## config.mk

```make
export PLATFORM = sky130hd
export DESIGN_NAME = sorted_value_table
export DESIGN_NICKNAME = d
export VERILOG_FILES = /design/src/hw/rtl/svt_pkg.sv /design/src/hw/rtl/svt_cell.sv /design/src/hw/rtl/sorted_value_table.sv
export SDC_FILE = /design/constraint.sdc
export NUM_CORES = 2
export LEC_CHECK = 0
export BUFFER_PORTS_ARGS = -buffer_cell sky130_fd_sc_hd__buf_2
export CAP_MARGIN = 20
export CORE_MARGIN = 2
export CORE_UTILIZATION = 55
export DETAILED_ROUTE_END_ITERATION = 8
export GPL_ROUTABILITY_DRIVEN = 0
export PLACE_DENSITY_LB_ADDON = 0.15
export SLEW_MARGIN = 10
export SYNTH_ARGS = -nofsm -noshare
export SYNTH_HDL_FRONTEND = slang
export SYNTH_HIERARCHICAL = 1
export SYNTH_SLANG_ARGS = --single-unit
```

## constraint.sdc

```tcl
create_clock -name aclk -period 10.9 [get_ports aclk]
set_input_delay 0.545 -clock aclk [delete_from_list [all_inputs] [get_ports aclk]]
set_output_delay 0.545 -clock aclk [all_outputs]
set_load 0.005 [all_outputs]
```

## src/hw/rtl/svt_pkg.sv

```systemverilog
// svt_pkg: shared types, codes and sizes for the sorted value table.
// Used by svt_cell, sorted_value_table, svt_checker and the testbench; no dependencies.

package svt_pkg;

    localparam int VAL_W        = 32;
    localparam int CMD_W        = 2;
    localparam int STAT_W       = 2;
    localparam int ECNT_W       = 5;
    localparam int CAPACITY_DEF = 16;

    localparam logic [CMD_W-1:0] CMD_INSERT = 2'd0;
    localparam logic [CMD_W-1:0] CMD_REMOVE = 2'd1;
    localparam logic [CMD_W-1:0] CMD_SEARCH = 2'd2;
    localparam logic [CMD_W-1:0] CMD_CLEAR  = 2'd3;

    localparam logic [STAT_W-1:0] ST_DONE   = 2'd0;
    localparam logic [STAT_W-1:0] ST_ABSENT = 2'd1;
    localparam logic [STAT_W-1:0] ST_FULL   = 2'd2;

    // broadcast update strobes, already qualified by transfer and status
    typedef struct packed {
        logic ins;
        logic rem;
        logic clr;
    } svt_op_t;

    // what a cell shows its neighbors
    typedef struct packed {
        logic             valid;
        logic             lt;     // stored value is below the search value
        logic [VAL_W-1:0] val;
    } svt_nbr_t;

endpackage

```

## src/hw/rtl/svt_cell.sv

```systemverilog
// svt_cell: one slot of the sorted table, holding a value and a valid bit.
// Compares against the broadcast value and shifts toward either neighbor.
// Depends on svt_pkg.

module svt_cell (
    input  logic                           aclk,
    input  logic                           aresetn,
    input  svt_pkg::svt_op_t               op,
    input  logic signed [svt_pkg::VAL_W-1:0] x,
    input  svt_pkg::svt_nbr_t              prev_in,   // lower-index neighbor
    input  svt_pkg::svt_nbr_t              next_in,   // higher-index neighbor
    output svt_pkg::svt_nbr_t              cell_out,
    output logic                           eq
);

    logic                      valid_reg, valid_next;
    logic [svt_pkg::VAL_W-1:0] val_reg, val_next;
    logic                      lt;

    assign lt       = valid_reg && (x > $signed(val_reg));
    assign eq       = valid_reg && ($signed(val_reg) == x);
    assign cell_out = '{valid: valid_reg, lt: lt, val: val_reg};

    always_comb begin
        valid_next = valid_reg;
        val_next   = val_reg;
        if (op.clr) begin
            valid_next = 1'b0;
        end else if (op.ins && !lt) begin
            // first slot not below x takes x, the rest move up by one
            if (prev_in.lt) begin
                val_next   = x;
                valid_next = 1'b1;
            end else begin
                val_next   = prev_in.val;
                valid_next = prev_in.valid;
            end
        end else if (op.rem && !lt) begin
            // slots from the first equal onward move down by one
            val_next   = next_in.val;
            valid_next = next_in.valid;
        end
    end

    always_ff @(posedge aclk) begin
        if (!aresetn) begin
            valid_reg <= 1'b0;
        end else begin
            valid_reg <= valid_next;
        end
    end

    always_ff @(posedge aclk) begin
        val_reg <= val_next;
    end

endmodule

```

## src/hw/rtl/sorted_value_table.sv

```systemverilog
// Sorted value table: a chain of CAPACITY cells kept in ascending order.
// Result: registered, on m_* in the cycle after its input transfer.
// Throughput: one item per cycle unless stalled; every cell updates in the
// same cycle, bounded by the compare plus the equal-match OR across the chain.
// Reset: valid bits and entry count cleared at once, no clearing pass;
// the output register is emptied.

module sorted_value_table #(
    parameter int CAPACITY = svt_pkg::CAPACITY_DEF
) (
    input  logic        aclk,
    input  logic        aresetn,
    input  logic        s_tvalid,
    output logic        s_tready,
    input  logic [31:0] s_tdata,   // [31:0] value
    input  logic [1:0]  s_tuser,   // [1:0] command
    output logic        m_tvalid,
    input  logic        m_tready,
    output logic [7:0]  m_tdata    // [1:0] status, [6:2] entry_count, [7] zero
);

    localparam int CNT_W = $clog2(CAPACITY + 1);

    svt_pkg::svt_nbr_t    cell_w [CAPACITY];
    logic [CAPACITY-1:0]  eq_w;
    svt_pkg::svt_op_t     op;
    logic                 xfer, full, found;
    logic signed [svt_pkg::VAL_W-1:0] x;
    logic [svt_pkg::CMD_W-1:0]        cmd;

    logic                       out_valid_reg, out_valid_next;
    logic [svt_pkg::STAT_W-1:0] status_reg, status_next;
    logic [CNT_W-1:0]           count_reg, count_next;
    logic [CNT_W+svt_pkg::ECNT_W-1:0] count_ext;

    assign x        = $signed(s_tdata);
    assign cmd      = s_tuser;
    assign s_tready = !out_valid_reg || m_tready;
    assign xfer     = s_tvalid && s_tready;
    assign full     = cell_w[CAPACITY-1].valid;
    assign found    = |eq_w;

    assign op.ins = xfer && (cmd == svt_pkg::CMD_INSERT) && !full;
    assign op.rem = xfer && (cmd == svt_pkg::CMD_REMOVE) && found;
    assign op.clr = xfer && (cmd == svt_pkg::CMD_CLEAR);

    for (genvar i = 0; i < CAPACITY; i++) begin : g_cell
        svt_pkg::svt_nbr_t prev_n, next_n;
        if (i == 0) begin : g_first
            assign prev_n = '{valid: 1'b0, lt: 1'b1, val: '0};
        end else begin : g_mid_lo
            assign prev_n = cell_w[i-1];
        end
        if (i == CAPACITY - 1) begin : g_last
            assign next_n = '{valid: 1'b0, lt: 1'b0, val: '0};
        end else begin : g_mid_hi
            assign next_n = cell_w[i+1];
        end
        svt_cell u_cell (
            .aclk     (aclk),
            .aresetn  (aresetn),
            .op       (op),
            .x        (x),
            .prev_in  (prev_n),
            .next_in  (next_n),
            .cell_out (cell_w[i]),
            .eq       (eq_w[i])
        );
    end

    always_comb begin
        out_valid_next = out_valid_reg;
        status_next    = status_reg;
        count_next     = count_reg;
        if (m_tready) begin
            out_valid_next = 1'b0;
        end
        if (xfer) begin
            out_valid_next = 1'b1;
            status_next    = svt_pkg::ST_DONE;
            unique case (cmd)
                svt_pkg::CMD_INSERT: begin
                    if (full) begin
                        status_next = svt_pkg::ST_FULL;
                    end else begin
                        count_next = count_reg + 1'b1;
                    end
                end
                svt_pkg::CMD_REMOVE: begin
                    if (found) begin
                        count_next = count_reg - 1'b1;
                    end else begin
                        status_next = svt_pkg::ST_ABSENT;
                    end
                end
                svt_pkg::CMD_SEARCH: begin
                    if (!found) begin
                        status_next = svt_pkg::ST_ABSENT;
                    end
                end
                svt_pkg::CMD_CLEAR: begin
                    count_next = '0;
                end
                default: begin
                    status_next = svt_pkg::ST_DONE;
                end
            endcase
        end
    end

    always_ff @(posedge aclk) begin
        if (!aresetn) begin
            out_valid_reg <= 1'b0;
            count_reg     <= '0;
        end else begin
            out_valid_reg <= out_valid_next;
            count_reg     <= count_next;
        end
    end

    always_ff @(posedge aclk) begin
        status_reg <= status_next;
    end

    // count is masked to the 5-bit field
    assign count_ext = {{svt_pkg::ECNT_W{1'b0}}, count_reg};
    assign m_tvalid  = out_valid_reg;
    assign m_tdata   = {1'b0, count_ext[svt_pkg::ECNT_W-1:0], status_reg};

endmodule

```

==> out/metrics.csv <==
metric,value,unit
max_slew_margin,30.1,%
core,84900,um^2
clk_pin_slew,0.05,ns
drt-met1-wl,47.6,mm
clock_latency,0.60,ns
drive_gt1_share,34.5,%
io_pins,48,
path_cells,buf_2 -> ha_1 -> nand4_2 -> nor4_4 -> nand3_1 -> nor2_1 -> nor4_1 -> and4_1 -> nor3b_2 -> buf_4 -> o22ai_1 -> nor2_2 -> buf_4,
cts_root_buffer,clkbuf_16,
required,11.19,ns
grt_max_degree,49,
ant_nets,0,
cpPeakStageDelay,0.68,ns
grt_pass1_vias,30600,
setup_ws,6.13,ns
criticalPathCategory,in -> reg,
power_leakage,22.5,nW
wl_per_cell,19.6,um
cts.repair.resized,0,
fmax,210,MHz
layout_commonest_cell,mux2_2,
die-area,87600,um^2
crit_arrival,5.06,ns
met3_length,2.42,mm
setup.worst_path.start_class,primary input,
die_h,296,um
holdBufCountCts,0,
hpwl,79.3,mm
end_kind,flop,
chipWidth,296,um
drt_wl_total,102,mm
cts_max_path_buffers,3,
diodes,0,
area_delta_synth_final,7.19,%
synth_warnings,6,
power_density,106,nW/um^2
layout_common_cells,"559 x mux2_2, 534 x inv_1, 519 x ha_1",
dr_wl_met2,49.4,mm
syn_area_per_cell,12.0,um^2
cts_max_level,3,
portBuffers,46,
start_util,55.3,%
synth_area,46900,um^2
firstDrtPassIters,8,
tritoncts,yes,
grt_overflow,0,
rsz0062_at_grt,false,
place_ws,5.61,ns
setup-tns-final,0,ns
numCtsBuffers,68,
grt_pass1_wl,164,mm
cap_violations,0,
clock_sinks,536,
drc,0,
setup_viol,0,
skew,0.0235,ns
num_rows,107,
worstMarginPinSlew,1.05,ns
report.final.slew_viol_count,0,
finalCritPeriodShare,43.7,%
finalHoldViolCount,0,
status,completed,
drtIter0Drc,1464,
fin_nets,4571,
postCtsSetupRepairBufs,0,
vdd_ir_drop_max,0.116,mV
largest_reg_flops,512,
cp_max_fo,32,
avgViaCountPerCell,5.64,
cpMostUsedCell,buf_4,
track_usage,23.4,%
top_layer,met4,
dr_total_vias,29400,
synth_cells,3922,
period_needed,4.77,ns
crit_slowest_cell,nor2_2,
hold_class,in -> reg,
antenna_found_initial,2,
-- per-layer routing --
layer,global-route usage [%],up-vias
met1,30.6,14300
met5,0,-
li1,-,14600
met3,2.24,135
met4,6.63,0
met2,41.0,397
-- worst paths after layout --
| kind | start | cells past startpoint | slack, ns | to |
|---|---|---|---|---|
| setup / recovery | s_tdata[31] | 13 | 6.13 | g_cell[14].u_cell/val_reg[10] |
| hold / removal | s_tvalid | 3 | 0.23 | m_tvalid |
| setup reg to reg | g_cell[13].u_cell/val_reg[31] | 13 | 6.33 | g_cell[14].u_cell/val_reg[10] |
| hold reg to reg | g_cell[0].u_cell/valid_reg | 2 | 0.48 | g_cell[0].u_cell/valid_reg |
-- through the flow --
stage,total power [W],instances,hold WS [ns],util (%),instance area (um^2)
global placement,0.00325,5088,0.473,56.9,48300
detailed placement,0.00327,5088,0.470,56.9,48300
global route,0.00557,5209,0.245,59.2,50300
CTS,0.00541,5209,0.199,59.2,50300
finish,0.00535,5209,0.229,59.2,50300
floorplan,0.00305,3989,0.451,-,47200
-- critical path: cells and delay by family --
kind / cells / cell delay, ns
and+or+nand+nor: 8 / 2.51
buffers and inverters: 3 / 1.36
adders and majority gates: 1 / 0.40
AOI/OAI and AO/OA: 1 / 0.18
-- power by group --
part           switching, W  internal (W)  total [W]
Combinational      0.000464      0.000395   0.000859
Sequential        0.0000452       0.00233    0.00237
Clock              0.000886       0.00123    0.00211
-- area by class of cell --
type	instances	area, um^2
clock buffer	98	1900
clock inverter	23	126
fill	7003	34600
inverter	534	2000
multi-input combinational	2773	28300
sequential	536	15900
tap	1144	1430
timing repair buffer	101	643
Note: power is estimated with default switching activity, not from simulation.
